--- src/design/dast_pkg.sv ---
`default_nettype none

package dast_pkg;

  localparam int ID_W         = 48;
  localparam int TAG_W        = 16;
  localparam int ENTRY_W      = TAG_W + ID_W;
  localparam int SLOT_W       = 8;
  localparam int REMOVED_W    = 9;
  localparam int SLOT_COUNT_D = 256;

  localparam logic [TAG_W-1:0] GEN_RESET = 16'd1;

  localparam logic [1:0] CMD_LOOKUP = 2'd0;
  localparam logic [1:0] CMD_SWEEP  = 2'd1;
  localparam logic [1:0] CMD_READ   = 2'd2;

  typedef enum logic [2:0] {
    ST_MATCHED  = 3'd0,
    ST_ASSIGNED = 3'd1,
    ST_FULL     = 3'd2,
    ST_EMPTY    = 3'd3,
    ST_SWEPT    = 3'd4
  } status_e;

  typedef struct packed {
    logic [1:0]  command;
    logic [15:0] vendor_id;
    logic [15:0] product_id;
    logic [7:0]  bus_number;
    logic [7:0]  port_address;
    logic [7:0]  slot_index;
  } in_word_t;

  typedef struct packed {
    status_e     status;
    logic [7:0]  slot;
    logic [15:0] out_vendor;
    logic [15:0] out_product;
    logic [7:0]  out_bus;
    logic [7:0]  out_port;
    logic [8:0]  removed_count;
  } out_word_t;

  // Control broadcast from the scan unit to every cell of the ring.
  typedef struct packed {
    logic shift;
    logic load;
  } ring_ctl_t;

endpackage

`default_nettype wire

--- src/design/dast_cell.sv ---
`default_nettype none

module dast_cell #(
  parameter int IDX = 0,
  parameter int SW  = 8
) (
  input  wire logic                          clk_i,
  input  wire logic                          rst_ni,
  input  wire dast_pkg::ring_ctl_t           ctl_i,
  input  wire logic [SW-1:0]                 load_idx_i,
  input  wire logic [dast_pkg::ENTRY_W-1:0]  load_data_i,
  input  wire logic [dast_pkg::ENTRY_W-1:0]  shift_data_i,
  output logic      [dast_pkg::ENTRY_W-1:0]  entry_o
);

  logic [dast_pkg::ENTRY_W-1:0] entry_q;
  logic [dast_pkg::ENTRY_W-1:0] entry_d;

  always_comb begin
    entry_d = entry_q;
    if (ctl_i.shift) begin
      entry_d = shift_data_i;
    end else if (ctl_i.load && (load_idx_i == SW'(IDX))) begin
      entry_d = load_data_i;
    end
  end

  always_ff @(posedge clk_i or negedge rst_ni) begin
    if (!rst_ni) begin
      entry_q <= '0;
    end else begin
      entry_q <= entry_d;
    end
  end

  assign entry_o = entry_q;

endmodule

`default_nettype wire

--- config.mk ---
export PLATFORM = sky130hd
export DESIGN_NAME = dast_cell
export DESIGN_NICKNAME = d
export VERILOG_FILES = /design/src/design/dast_pkg.sv /design/src/design/dast_cell.sv
export SDC_FILE = /design/constraint.sdc
export NUM_CORES = 1
export LEC_CHECK = 0
export ABC_AREA = 1
export BUFFER_PORTS_ARGS = -buffer_cell sky130_fd_sc_hd__buf_4
export CAP_MARGIN = 10
export CORE_ASPECT_RATIO = 0.9
export CORE_MARGIN = 3
export CORE_UTILIZATION = 32
export DETAILED_ROUTE_END_ITERATION = 12
export PLACE_DENSITY = 0.6
export SETUP_SLACK_MARGIN = 0.4
export SYNTH_ARGS = -nofsm -noshare
export SYNTH_HDL_FRONTEND = slang
export SYNTH_SLANG_ARGS = --single-unit
--- constraint.sdc ---
create_clock -name clk_i -period 1.2 [get_ports clk_i]
set_input_delay 0.24 -clock clk_i [delete_from_list [all_inputs] [get_ports clk_i]]
set_output_delay 0.24 -clock clk_i [all_outputs]
set_load 0.02 [all_outputs]
==> results of run 1 <==
## path summary, 6_finish.rpt
kind                                 start     endpoint  slack [ns]  cells past startpoint
min reg2reg                    entry_o[28]  entry_o[28]        0.53                      2
max reg2reg                    entry_o[42]  entry_o[42]        0.33                      4
max                            entry_o[13]  entry_o[13]        0.09                      1
min in group asynchronous           rst_ni  entry_o[21]        0.45                      3
min                        load_data_i[13]  entry_o[13]        0.22                      5
max in group asynchronous           rst_ni  entry_o[31]        0.45                      3
## worst min-delay path, cell delays in order
cell and delay, ns:
buf_4 0.08, nand2_1 0.04, nand2_1 0.05, nand2_1 0.05
nand2_1 0.05
## metrics by stage
stage / cells / hold WS [ns] / total power (W) / worst slack, ns
after floorplan: 494 / -0.0556 / 0.00334 / 0.169
after CTS: 864 / 0.204 / 0.00705 / 0.0814
after detailed placement: 808 / 0.264 / 0.00428 / -0.0395
after global placement: 808 / 0.265 / 0.00426 / -0.0195
final: 887 / 0.217 / 0.00725 / 0.0931
after global routing: 887 / 0.238 / 0.00763 / 0.0653
## what timing repair did
item                                   in CTS  in global routing
gates cloned                               12                  0
buffers inserted                           29                 23
pin swaps                                  20                 27
setup endpoints to repair                 128                128
gates resized for setup                   163                 77
endpoints found under the hold margin      64                  0
hold buffers                                1                  0
## placed cells by master, fill, tap and decap left out
cell type	count
nor2_2	1
nand2_1	235
dlygate4sd3_1	1
clkbuf_8	1
inv_4	1
nor2_1	2
nand2_2	65
buf_16	12
nor2_4	1
and2_1	1
clkinv_2	1
nand3_4	3
nand3_1	30
buf_4	181
clkbuf_1	3
buf_12	13
buf_8	4
inv_1	2
dfrtp_1	64
nand2_4	24
clkbuf_16	9
nand3_2	31
buf_6	73
## per-layer routing
metal | track usage | vias to the layer above | wire length [um]
met4 | 0.0497 | 0 | 243
met2 | 0.362 | 138 | 6880
li1 | - | 2049 | -
met3 | 0.0510 | 22 | 836
met1 | 0.248 | 1935 | 4940
met5 | 0 | - | 0
## kinds of logic after synthesis
kind of cell | share of synthesized area
DFF | 0.462
and+or+nand+nor | 0.453
buffers and inverters | 0.0852
## power by group through the flow
stage,sequential [W],clock [W],combinational [W]
floorplan,0.00283,0,0.000518
global placement,0.00256,0,0.00170
detailed placement,0.00256,0,0.00172
CTS,0.00258,0.00230,0.00217
global route,0.00260,0.00242,0.00261
finish,0.00257,0.00225,0.00242
## area by class of cell
type	count	area, um^2
Timing Repair Buffer	284	2840
Clock buffer	13	250
Tap cell	129	161
Clock inverter	1	5.00
Sequential cell	64	1600
Inverter	3	13.8
Fill cell	870	3450
Multi-Input combinational cell	393	2100
==> out/metrics.csv, run 1 <==
stage;metric;value;unit
clocking;clock-sinks;64;
flow_run;max-cap-violations;0;
die;dieArea;12100;um^2
synthesis;seq_area_frac_synth;0.462;
synthesis;avgSynthCellArea;7.02;um^2
die;core_area;10400;um^2
synthesis;syn_area;3470;um^2
global_routing;grt_pass1_wl;19800;um
routing;drcViolationCount;0;
routing;dr.pass1.iters;6;
global_routing;grt_use_total;0.205;
power;pwr-share-comb;0.334;
sta;period_minus_slack;1.11;ns
sta;worst_slew_pin_slew;0.345;ns
power;p_sw;0.00212;W
worst_setup_path;crit_path_end_kind;primary output;
clocking;clkTransAtPathRegs;0.05;ns
worst_setup_path;path_class;reg2out;
synthesis;synth-seq-cells;64;
synthesis;yosysTopAreaCell;dfrtp_1;
sta;rsz0062_at_grt;true;
place;routabilityCongestion;0.746;
clocking;cts_tree;built;
worst_setup_path;path_buf_inv;1;
global_routing;grt_pass1_vias;4037;
die;fp.dieW;116;um
synthesis;yosysMostFrequentCell;nand2_1;
layout;area_growth;101;%
synthesis;yosys_warnings;0;
die;pin_count;204;
synthesis;synth_edf_count;0;
worst_setup_path;critPathRequiredTime;0.96;ns
clocking;cts-htree-levels;3;
worst_setup_path;crit_path_cell_trace;buf_6;
layout;design_area;6980;um^2
global_routing;antenna_found_initial;0;
power;switching_share;0.292;
sta;clock.fmax;903;MHz
routing;drt.antenna.violating_nets;0;
clocking;clk_latency;0.31;ns
synthesis;syn_nets;634;
power;seqPwrFrac;0.355;
die;die_y;105;um
layout;largest_reg_flops;64;
worst_setup_path;slowest_delay;0.41;ns
routing;post_drt_via_cell_ratio;4.67;
global_routing;gr-total-overflow;0;
power;ir_worst_vdd;0.000607;V
synthesis;synthArstFlopShare;1.00;
routing;vias;4144;
sta;finalMaxSlewViolations;0;
sta;skew;0;ns
layout;n_antenna_cell;0;
sta;finalSetupViolCount;0;
synthesis;netlist_instances;494;
worst_setup_path;cp-start-kind;flip-flop;
place;dp_hpwl;7770;um
sta;fin_setup_tns;0;ns
worst_setup_path;critPathMaxFanout;2;
sta;hold_violations;0;
worst_setup_path;critPathTopFamily;flip-flops;
synthesis;yosys-top-cells-area;dfrtp_1 46%, nand2_1 35%, nand3_1 9.2%;
power;p_int;0.00513;W
clocking;numCtsBuffers;9;
synthesis;synth_top_area_frac;0.462;
routing;drt-total-wl;12900;um
worst_setup_path;arrival;0.87;ns
sta;fin_crit_sh;0.922;
place;port_buffers;203;
synthesis;synth_top_cells_by_count;322 x nand2_1, 64 x dfrtp_1, 64 x nand3_1, 18 x buf_4, 8 x buf_2;
power;p_per_area;1040;nW/um^2
run_status;status;completed;
die;rows;35;
power;leakagePower;3.89;nW
routing;drtIter0Drc;128;
synthesis;synthFlopType;dfrtp_1;
worst_setup_path;cp_slowest_cell;dfrtp_1;
layout;nets;895;
layout;fin_util;0.669;
routing;wl_per_cell;14.5;um
clocking;clockBufferDepth;2;
clocking;cts-root-buf;clkbuf_16;
synthesis;synth_cell_types;14;
power;pwr-share-clk;0.311;
min_path;hp-class;in2reg;
global_routing;grt_max_degree;65;
place;dpl-instance-area;5120;um^2
layout;drive_above_1_share;0.554;
die;floorplan.initialDensity;0.333;
sta;slew_headroom;0.770;
Note: power is estimated with default switching activity, not from simulation.
==> inputs of run 2 (changes only) <==
==> constraint.sdc (replaced) <==
create_clock -name clk_i -period 1.2 [get_ports clk_i]
set_input_delay 0.18 -clock clk_i [delete_from_list [all_inputs] [get_ports clk_i]]
set_output_delay 0.18 -clock clk_i [all_outputs]
set_load 0.02 [all_outputs]
==> run 2 against run 1 <==
  * Wire length fell by 0.77%
  * Design area rose by 0.95%
  * Clock power rose by 15%
  * Largest power group is now clock
  * Combinational power barely moved
  * Sequential power barely moved
  * Highest routed layer unchanged
  * Critical path depth did not move
  * Critical path type unchanged
  * Clock skew did not move
==> out/metrics.csv, run 2 (synthesis gave the netlist of run 1 again) <==
stage;metric;value;unit;change
run_status;status;completed;;
die;floorplan.initialDensity;0.333;;unchanged
clocking;numCtsBuffers;9;;unchanged
routing;vias;4139;;-0.12%
power;leakagePower;3.93;nW;+1.0%
sta;slew_headroom;0.769;;-0.00104
place;dp_hpwl;7920;um;+1.9%
worst_setup_path;arrival;0.88;ns;about the same
worst_setup_path;path_class;reg2out;;
layout;instances_no_fill;890;;+0.34%
worst_setup_path;cp-start-kind;flip-flop;;
worst_setup_path;critPathMaxFanout;2;;unchanged
layout;layout_commonest_cell;nand2_1;;
global_routing;grt_pass1_vias;4124;;+2.2%
routing;drcViolationCount;0;;unchanged
worst_setup_path;crit_path_cell_trace;buf_6;;
worst_setup_path;path_buf_inv;1;;unchanged
min_path;hp-class;in2reg;;
place;routabilityCongestion;0.746;;about the same
sta;worst_slack;0.138;ns;+0.0449 ns
routing;wl_per_cell;14.4;um;-1.1%
clocking;clk_latency;0.31;ns;about the same
flow_run;max-cap-violations;0;;unchanged
layout;regArea;1600;um^2;unchanged
sta;rsz0062_at_grt;true;;
clocking;cts-htree-levels;3;;unchanged
die;fp.dieW;116;um;unchanged
global_routing;grt_pass1_wl;20000;um;+1.0%
routing;drt.antenna.violating_nets;0;;unchanged
power;p_per_area;1080;nW/um^2;+3.5%
global_routing;gr-total-overflow;0;;unchanged
worst_setup_path;slowest_delay;0.41;ns;about the same
routing;post_drt_via_cell_ratio;4.65;;-0.46%
routing;drtIter0Drc;195;;+52%
place;dp_slack;0.00754;ns;+0.0470 ns
sta;period_minus_slack;1.06;ns;-0.0449 ns
sta;clock.fmax;942;MHz;+4.2%
place;port_buffers;203;;unchanged
power;ir_worst_vdd;0.000677;V;+12%
clocking;cts-root-buf;clkbuf_16;;
layout;final_cell_mix;244 x nand2_1, 178 x buf_4, 72 x buf_6;;
clocking;clockBufferDepth;2;;unchanged
clocking;cts_tree;built;;
die;rows;35;;unchanged
sta;fin_setup_tns;0;ns;unchanged
sta;finalSetupViolCount;0;;unchanged
worst_setup_path;crit_path_end_kind;primary output;;
layout;multiInputGateArea;2060;um^2;-2.1%
worst_setup_path;cp_slowest_cell;dfrtp_1;;
clocking;clkTransAtPathRegs;0.06;ns;about the same
layout;fin_util;0.676;;+0.00636
global_routing;antenna_found_initial;0;;unchanged
die;pin_count;204;;unchanged
sta;worst_slew_pin_slew;0.347;ns;+0.00155 ns
layout;fill_cells;851;;-2.2%
layout;n_antenna_cell;0;;unchanged
layout;nets;896;;+0.11%
die;dieArea;12100;um^2;unchanged
layout;drive_above_1_share;0.543;;-0.0114
clocking;clock-sinks;64;;unchanged
global_routing;grt_use_total;0.205;;+0.000336
sta;skew;0;ns;unchanged
routing;dr.pass1.iters;4;;-2
global_routing;grt_max_degree;65;;unchanged
routing;drt-total-wl;12800;um;-0.77%
die;die_y;105;um;unchanged
sta;finalMaxSlewViolations;0;;unchanged
layout;area_growth;103;%;
worst_setup_path;critPathRequiredTime;1.02;ns;+0.06 ns
worst_setup_path;critPathTopFamily;flip-flops;;
layout;largest_reg_flops;64;;unchanged
worst_setup_path;r2r_slack;0.31;ns;-0.02 ns
sta;fin_crit_sh;0.885;;-0.0374
sta;hold_violations;0;;unchanged
die;core_area;10400;um^2;unchanged
place;place_inst;807;;-0.12%
==> run 2: changes by cell type in the layout (fill, tap and decap cells not counted), sizes merged <==
| cell | previous run | this run |
|---|---|---|
| clkinvlp | 0 | 3 |
| buf | 283 | 284 |
| clkinv | 1 | 2 |
| bufinv | 0 | 1 |
| clkbuf | 13 | 10 |
==> run 2: final timing paths <==
| path | end | startpoint | depth (start not counted) |
|---|---|---|---|
| setup / recovery | entry_o[5] | entry_o[5] | 1 |
| hold / removal | entry_o[36] | load_data_i[36] | 5 |
| setup reg to reg | entry_o[41] | entry_o[41] | 4 |
| hold reg to reg | entry_o[43] | entry_o[43] | 2 |
| max in group asynchronous | entry_o[46] | rst_ni | 3 |
| min in group asynchronous | entry_o[16] | rst_ni | 3 |
==> run 2: report_power, final <==
| part | internal, W | leakage, nW | switching [W] | total, W |
|---|---|---|---|---|
| clock | 0.00161 | 0.135 | 0.000975 | 0.00259 |
| combinational | 0.00132 | 3.00 | 0.00109 | 0.00242 |
| sequential | 0.00239 | 0.792 | 0.000179 | 0.00257 |
| total | 0.00533 | 3.93 | 0.00225 | 0.00757 |
==> run 2: final cells by class <==
| type | count | area share |
|---|---|---|
| clock buffers | 10 | 0.0325 |
| clock inverters | 6 | 0.00995 |
| inverters | 3 | 0.00231 |
| multi-input cells | 393 | 0.292 |
| flip-flops and latches | 64 | 0.227 |
| well taps | 129 | 0.0229 |
| repair buffers | 285 | 0.413 |
==> run 2: what timing repair did <==
action                                 in CTS  in global routing
cloned                                     11                  0
pin swaps                                  12                 33
endpoints found under the hold margin      64                  0
setup endpoints to repair                 128                128
hold buffers                                1                  0
setup buffers                              38                 17
resized for setup                         155                 73
==> run 2: per-stage QoR <==
step | instance area [um^2] | hold slack (ns) | power [W]
2_1_floorplan | 3510 | -0.116 | 0.00334
3_3_place_gp | 5110 | 0.206 | 0.00426
3_5_place_dp | 5110 | 0.206 | 0.00428
4_1_cts | 6610 | 0.141 | 0.00743
5_1_grt | 7040 | 0.172 | 0.00796
6_report | 7040 | 0.157 | 0.00757
==> run 2: routing by layer <==
metal | up-vias | part of all wire | track usage
met5 | - | 0 | 0
met4 | 0 | 0.011 | 0.0447
met3 | 13 | 0.074 | 0.0573
met2 | 137 | 0.53 | 0.367
met1 | 1937 | 0.39 | 0.243
li1 | 2052 | - | -
