`config.mk`:
```
export PLATFORM = sky130hd
export DESIGN_NAME = dast_scan
export DESIGN_NICKNAME = d
export VERILOG_FILES = /design/src/design/dast_pkg.sv /design/src/design/dast_scan.sv
export SDC_FILE = /design/constraint.sdc
export NUM_CORES = 1
export LEC_CHECK = 0
export ABC_AREA = 1
export ABC_CLOCK_PERIOD_IN_PS = 7840
export BUFFER_PORTS_ARGS = -buffer_cell sky130_fd_sc_hd__buf_2
export CAP_MARGIN = 20
export CORE_UTILIZATION = 50
export DETAILED_ROUTE_END_ITERATION = 16
export PLACE_DENSITY_LB_ADDON = 0.3
export SLEW_MARGIN = 20
export SYNTH_ARGS = -nofsm -noshare
export SYNTH_HDL_FRONTEND = slang
export SYNTH_SLANG_ARGS = --single-unit
```
`constraint.sdc`:
```
create_clock -name clk_i -period 7.84 [get_ports clk_i]
set_input_delay 0 -clock clk_i [delete_from_list [all_inputs] [get_ports clk_i]]
set_output_delay 0 -clock clk_i [all_outputs]
set_load 0.01 [all_outputs]
```
`src/design/dast_pkg.sv`:
```
`default_nettype none

package dast_pkg;

  localparam int ID_W         = 48;
  localparam int TAG_W        = 16;
  localparam int ENTRY_W      = TAG_W + ID_W;
  localparam int SLOT_W       = 8;
  localparam int REMOVED_W    = 9;
  localparam int SLOT_COUNT_D = 256;

  localparam logic [TAG_W-1:0] GEN_RESET = 16'd1;

  localparam logic [1:0] CMD_LOOKUP = 2'd0;
  localparam logic [1:0] CMD_SWEEP  = 2'd1;
  localparam logic [1:0] CMD_READ   = 2'd2;

  typedef enum logic [2:0] {
    ST_MATCHED  = 3'd0,
    ST_ASSIGNED = 3'd1,
    ST_FULL     = 3'd2,
    ST_EMPTY    = 3'd3,
    ST_SWEPT    = 3'd4
  } status_e;

  typedef struct packed {
    logic [1:0]  command;
    logic [15:0] vendor_id;
    logic [15:0] product_id;
    logic [7:0]  bus_number;
    logic [7:0]  port_address;
    logic [7:0]  slot_index;
  } in_word_t;

  typedef struct packed {
    status_e     status;
    logic [7:0]  slot;
    logic [15:0] out_vendor;
    logic [15:0] out_product;
    logic [7:0]  out_bus;
    logic [7:0]  out_port;
    logic [8:0]  removed_count;
  } out_word_t;

  // Control broadcast from the scan unit to every cell of the ring.
  typedef struct packed {
    logic shift;
    logic load;
  } ring_ctl_t;

endpackage

`default_nettype wire

```
`src/design/dast_scan.sv`:
```
`default_nettype none

module dast_scan #(
  parameter int SLOT_COUNT = dast_pkg::SLOT_COUNT_D,
  parameter int SW         = $clog2(SLOT_COUNT)
) (
  input  wire logic                          clk_i,
  input  wire logic                          rst_ni,
  input  wire logic                          in_valid_i,
  output logic                               in_stall_o,
  input  wire dast_pkg::in_word_t            in_word_i,
  output logic                               out_valid_o,
  input  wire logic                          out_stall_i,
  output dast_pkg::out_word_t                out_word_o,
  input  wire logic [dast_pkg::ENTRY_W-1:0]  head_i,
  output dast_pkg::ring_ctl_t                ring_o,
  output logic      [dast_pkg::ENTRY_W-1:0]  tail_o,
  output logic      [SW-1:0]                 load_idx_o,
  output logic      [dast_pkg::ENTRY_W-1:0]  load_data_o
);

  localparam int CW   = $clog2(SLOT_COUNT + 1);
  localparam int CMPW = (SW > dast_pkg::SLOT_W) ? SW : dast_pkg::SLOT_W;
  localparam int RW   = (CW > dast_pkg::REMOVED_W) ? CW : dast_pkg::REMOVED_W;

  localparam logic [1:0] S_IDLE = 2'd0;
  localparam logic [1:0] S_SCAN = 2'd1;
  localparam logic [1:0] S_DONE = 2'd2;

  logic [1:0]                    state_q, state_d;
  logic [1:0]                    cmd_q;
  logic [dast_pkg::ID_W-1:0]     ident_q;
  logic [dast_pkg::SLOT_W-1:0]   idx_q;
  logic [SW-1:0]                 cnt_q;
  logic                          matched_q;
  logic [SW-1:0]                 match_slot_q;
  logic                          have_free_q;
  logic [SW-1:0]                 free_slot_q;
  logic [CW-1:0]                 removed_q;
  logic [dast_pkg::ID_W-1:0]     rd_id_q;
  logic [dast_pkg::TAG_W-1:0]    gen_q;
  logic                          out_valid_q;
  dast_pkg::out_word_t           out_word_q;
  dast_pkg::out_word_t           res;

  logic                          in_fire;
  logic                          done_fire;
  logic [dast_pkg::ID_W-1:0]     in_ident;
  logic [dast_pkg::ID_W-1:0]     head_id;
  logic [dast_pkg::TAG_W-1:0]    head_tag;
  logic                          head_empty;
  logic                          head_hit;
  logic                          head_stale;
  logic                          head_read;
  logic                          do_assign;
  logic [CMPW-1:0]               slot_wide;
  logic [RW-1:0]                 removed_wide;

  assign in_stall_o = (state_q != S_IDLE);
  assign in_fire    = in_valid_i && !in_stall_o;
  assign done_fire  = (state_q == S_DONE) && (!out_valid_q || !out_stall_i);
  assign in_ident   = {in_word_i.vendor_id, in_word_i.product_id,
                       in_word_i.bus_number, in_word_i.port_address};

  assign head_id    = head_i[dast_pkg::ID_W-1:0];
  assign head_tag   = head_i[dast_pkg::ENTRY_W-1:dast_pkg::ID_W];
  assign head_empty = (head_id == '0);
  assign head_hit   = (cmd_q == dast_pkg::CMD_LOOKUP) && !head_empty &&
                      (head_id == ident_q) && !matched_q;
  assign head_stale = (cmd_q == dast_pkg::CMD_SWEEP) && !head_empty && (head_tag != gen_q);
  assign head_read  = (cmd_q == dast_pkg::CMD_READ) && (CMPW'(cnt_q) == CMPW'(idx_q));

  assign do_assign  = (cmd_q == dast_pkg::CMD_LOOKUP) && (ident_q != '0) &&
                      !matched_q && have_free_q;

  // Ring control: rotate while scanning, write the new entry in place at the end.
  always_comb begin
    ring_o.shift = (state_q == S_SCAN);
    ring_o.load  = done_fire && do_assign;
    load_idx_o   = free_slot_q;
    load_data_o  = {gen_q, ident_q};
    tail_o       = head_i;
    if (head_hit) begin
      tail_o = {gen_q, head_id};
    end else if (head_stale) begin
      tail_o = '0;
    end
  end

  always_comb begin
    state_d = state_q;
    unique case (state_q)
      S_IDLE: begin
        if (in_fire) begin
          if (in_word_i.command == dast_pkg::CMD_LOOKUP && in_ident == '0) begin
            state_d = S_DONE;
          end else if (in_word_i.command == dast_pkg::CMD_LOOKUP ||
                       in_word_i.command == dast_pkg::CMD_SWEEP ||
                       in_word_i.command == dast_pkg::CMD_READ) begin
            state_d = S_SCAN;
          end
        end
      end
      S_SCAN: begin
        if (cnt_q == SW'(SLOT_COUNT - 1)) begin
          state_d = S_DONE;
        end
      end
      S_DONE: begin
        if (done_fire) begin
          state_d = S_IDLE;
        end
      end
      default: state_d = S_IDLE;
    endcase
  end

  always_ff @(posedge clk_i or negedge rst_ni) begin
    if (!rst_ni) begin
      state_q     <= S_IDLE;
      gen_q       <= dast_pkg::GEN_RESET;
      out_valid_q <= 1'b0;
    end else begin
      state_q <= state_d;
      if (done_fire && cmd_q == dast_pkg::CMD_SWEEP) begin
        gen_q <= gen_q + 1'b1;
      end
      if (done_fire) begin
        out_valid_q <= 1'b1;
      end else if (out_valid_q && !out_stall_i) begin
        out_valid_q <= 1'b0;
      end
    end
  end

  always_ff @(posedge clk_i) begin
    if (in_fire) begin
      cmd_q       <= in_word_i.command;
      ident_q     <= in_ident;
      idx_q       <= in_word_i.slot_index;
      cnt_q       <= '0;
      matched_q   <= 1'b0;
      have_free_q <= 1'b0;
      removed_q   <= '0;
      rd_id_q     <= '0;
    end else if (state_q == S_SCAN) begin
      cnt_q <= cnt_q + 1'b1;
      if (cmd_q == dast_pkg::CMD_LOOKUP && head_empty && !have_free_q) begin
        have_free_q <= 1'b1;
        free_slot_q <= cnt_q;
      end
      if (head_hit) begin
        matched_q    <= 1'b1;
        match_slot_q <= cnt_q;
      end
      if (head_stale) begin
        removed_q <= removed_q + 1'b1;
      end
      if (head_read) begin
        rd_id_q <= head_id;
      end
    end
    if (done_fire) begin
      out_word_q <= res;
    end
  end

  always_comb begin
    res          = '0;
    slot_wide    = '0;
    removed_wide = RW'(removed_q);
    case (cmd_q)
      dast_pkg::CMD_LOOKUP: begin
        if (ident_q == '0) begin
          res.status = dast_pkg::ST_EMPTY;
        end else if (matched_q) begin
          res.status = dast_pkg::ST_MATCHED;
          slot_wide  = CMPW'(match_slot_q);
        end else if (have_free_q) begin
          res.status = dast_pkg::ST_ASSIGNED;
          slot_wide  = CMPW'(free_slot_q);
        end else begin
          res.status = dast_pkg::ST_FULL;
        end
        res.slot = slot_wide[dast_pkg::SLOT_W-1:0];
      end
      dast_pkg::CMD_SWEEP: begin
        res.status        = dast_pkg::ST_SWEPT;
        res.removed_count = removed_wide[dast_pkg::REMOVED_W-1:0];
      end
      dast_pkg::CMD_READ: begin
        res.status      = (rd_id_q != '0) ? dast_pkg::ST_MATCHED : dast_pkg::ST_EMPTY;
        res.slot        = idx_q;
        res.out_vendor  = rd_id_q[47:32];
        res.out_product = rd_id_q[31:16];
        res.out_bus     = rd_id_q[15:8];
        res.out_port    = rd_id_q[7:0];
      end
      default: res = '0;
    endcase
  end

  assign out_valid_o = out_valid_q;
  assign out_word_o  = out_word_q;

  a_result_from_done: assert property (@(posedge clk_i) disable iff (!rst_ni)
    $rose(out_valid_q) |-> $past(state_q == S_DONE))
    else $error("result raised outside the finish step");

  a_ring_excl: assert property (@(posedge clk_i) disable iff (!rst_ni)
    !(ring_o.shift && ring_o.load))
    else $error("ring shift and slot write at once");

  a_gen_only_sweep: assert property (@(posedge clk_i) disable iff (!rst_ni)
    (gen_q != $past(gen_q)) |-> $past(state_q == S_DONE && cmd_q == dast_pkg::CMD_SWEEP))
    else $error("generation moved without a sweep");

  a_removed_bound: assert property (@(posedge clk_i) disable iff (!rst_ni)
    (state_q == S_DONE) |-> (RW'(removed_q) <= RW'(SLOT_COUNT)))
    else $error("sweep count exceeds slot count");

endmodule

`default_nettype wire

```
==> reports/metrics.csv <==
metric,value,unit
clock_sinks,228,
cpPeakStageDelay,0.61,ns
htree_levels,1,
endpoint_kind,output port,
drv_cap,0,
synth_most_common_cell,nor2_1,
gp_routability_congestion,0.9723,
worstHoldPathType,input pin to register,
boundaryPins,334,
post-cts-setup-buffers,0,
grt_setup_unrepaired,no,
ir_drop,0.1819,mV
cp_top_family,buffers and inverters,
ys_ff_latch,228,
slew_headroom,36.43,%
status,"complete, no violations",
syn_area,0.01099,mm^2
yosys-top-cells-count,"nor2_1, nand2_1, inv_1",
gr-total-overflow,0,
cts_root_buf,clkbuf_16,
clk_pin_slew,0.07,ns
worst_setup_path_start_kind,register,
wirelength,37910,um
cts_hold_buf,111,
finClkSkew,0.02175,ns
synth.area.top_cells,"edfxtp_1, dfxtp_1, nor2_1, nand2_1, inv_1",
dpl.hpwl,26810,um
numCtsBuffers,23,
synth_top_cell_by_area,edfxtp_1,
core-area,0.02129,mm^2
drive_gt1_share,23.09,%
synth_cell_types,38,
cp.arrival,2.82,ns
ys_async_sr_fraction,8.333,%
initial_core_util,51.62,%
tns,0,ns
seqCellArea,0.006082,mm^2
die_x,150.2,um
syn_nets,1447,
max_freq,0.3543,GHz
grt_pass1_wl,56290,um
worstMarginPinSlew,0.9536,ns
post_synth.cell_area_avg,8.337,um^2
multiInputGateArea,0.003975,mm^2
pre_cts_slack,5.175,ns
grt_max_degree,70,
hold_viol,0,
p_per_area,249.2,mW/mm^2
num_vias,10886,
worstPathMaxFanout,57,
grt_pass1_vias,10350,
wl_per_cell,18.47,um
final-max-slew-violation-count,0,
synth_ff_type,edfxtp_1,
critical_path_class,register to output port,
period_minus_slack,2.822,ns
postRouteAntennaNets,0,
cts_resized,0,
dieArea,0.02257,mm^2
port_buffers,333,
via_per_inst,5.305,
antenna_found_initial,1,
firstDrtPassIters,5,
synth-edff-count,142,
synth-seq-area-share,55.35,%
cts_tree,built,
cts_max_path_buffers,3,
crit_buf_inv,4,
drc,0,
placement_rows,53,
area_growth,34.05,%
clock_latency,0.52,ns
fp.dieH,150.2,um
synth_top_area_share,38.81,%
power_leakage,6.663,nW
fillers,1684,
drt_iter0_drc,918,
crit_chain,inv_1 > nand2_1 > a21oi_1 > nand2_1 > nor2_1 > nand2_1 > inv_1 > nor2_4 > buf_4 > nor2_1 > buf_2,
synth_warnings,0,
worst_slack,5.018,ns
postSynthCellCount,1318,
cp.required,7.84,ns
cp_slowest_cell,dfstp_2,
setup_violations,0,
min_period_over_period,36.00,%
cp_common_cell,nand2_1,
final_nets,1889,
grt_usage,33.40,%
==> final cells by class <==
cell class                      instances  share of cell area, %
Clock inverter                         14                 0.5352
Antenna cell                            1                0.01699
Multi-Input combinational cell        850                  26.99
Inverter                              206                  5.250
Timing Repair Buffer                  451                  19.22
Sequential cell                       228                  41.29
Clock buffer                           27                  4.366
Tap cell                              275                  2.336
==> report_power, final <==
| part | internal, mW | total (mW) | switching (mW) |
|---|---|---|---|
| sequential | 1.48 | 1.63 | 0.147 |
| combinational | 0.335 | 0.982 | 0.647 |
| clock | 0.589 | 1.06 | 0.472 |
| total | 2.41 | 3.67 | 1.27 |
==> worst register-to-register path, cell delays in order, from the launching register on <==
cell	delay (ns)
dfrtp_1	0.40
inv_1	0.09
nand2_2	0.12
inv_2	0.30
nand2_2	0.09
nor4_2	0.30
nand2_1	0.08
buf_4	0.27
inv_2	0.73
nor2_1	0.16
nor2_1	0.18
==> state kept, by name (all words and copies together), names as in the netlist <==
| name | flops |
|---|---|
| load_idx_o | 8 |
| out_word_o | 68 |
| state_q | 2 |
| have_free_q | 1 |
| cmd_q | 2 |
| rd_id_q | 48 |
| ident_q | 48 |
| cnt_q | 8 |
| matched_q | 1 |
| gen_q | 16 |
| removed_q | 9 |
| idx_q | 8 |
| match_slot_q | 8 |
| out_valid_o | 1 |
==> path summary, 6_finish.rpt <==
path,from,end,slack [ns],depth (start not counted)
max in group asynchronous,rst_ni,gen_q[7],5.94,4
min in group asynchronous,rst_ni,gen_q[0],0.59,3
hold reg to reg,removed_q[8],removed_q[8],0.47,2
hold / removal,in_word_i[25],ident_q[17],0.21,2
setup / recovery,gen_q[0],tail_o[27],5.02,11
setup reg to reg,state_q[1],rd_id_q[10],5.06,10
==> layout by cell type, fill, tap and decap left out, types with 13 or more instances in the layout <==
| cell | count |
|---|---|
| buf_2 | 333 |
| nor2_1 | 304 |
| nand2_1 | 228 |
| inv_1 | 200 |
| edfxtp_1 | 142 |
| dlygate4sd3_1 | 111 |
| dfxtp_1 | 67 |
| nand3_1 | 63 |
| o21ai_0 | 42 |
| o21ai_1 | 36 |
| xor2_1 | 31 |
| nand4_1 | 28 |
| nor4_1 | 26 |
| clkbuf_16 | 25 |
| a21oi_1 | 18 |
| dfrtp_1 | 18 |
| xnor2_1 | 13 |
==> through the flow <==
stage	total power [mW]	instance area (um^2)	cells	hold WS, ns	util [%]
2_1_floorplan	2.152	10990	1318	-0.2956	-
3_3_place_gp	2.539	12890	1899	-0.03117	60.55
3_5_place_dp	2.556	12890	1899	-0.03399	60.55
4_1_cts	3.650	14720	2051	0.1924	69.16
5_1_grt	3.827	14730	2052	0.2153	69.19
6_report	3.671	14730	2052	0.2072	69.19
==> cell families after synthesis <==
kind of cell	count (synthesis)	synth area share, %
flops	228	55.35
fa+ha+maj	3	0.3416
buf+inv	240	8.699
xor+xnor	44	3.507
simple gates	697	26.96
compound gates	106	5.136
==> layer usage <==
metal / vias to the layer above / global-route usage, % / wire length (um)
met5: - / 0 / 0
met4: 0 / 20.20 / 2323
met3: 150 / 5.121 / 3257
met2: 593 / 57.18 / 18380
met1: 5022 / 39.65 / 13940
li1: 5121 / - / -
No activity file was read; power rests on OpenSTA's default activity.
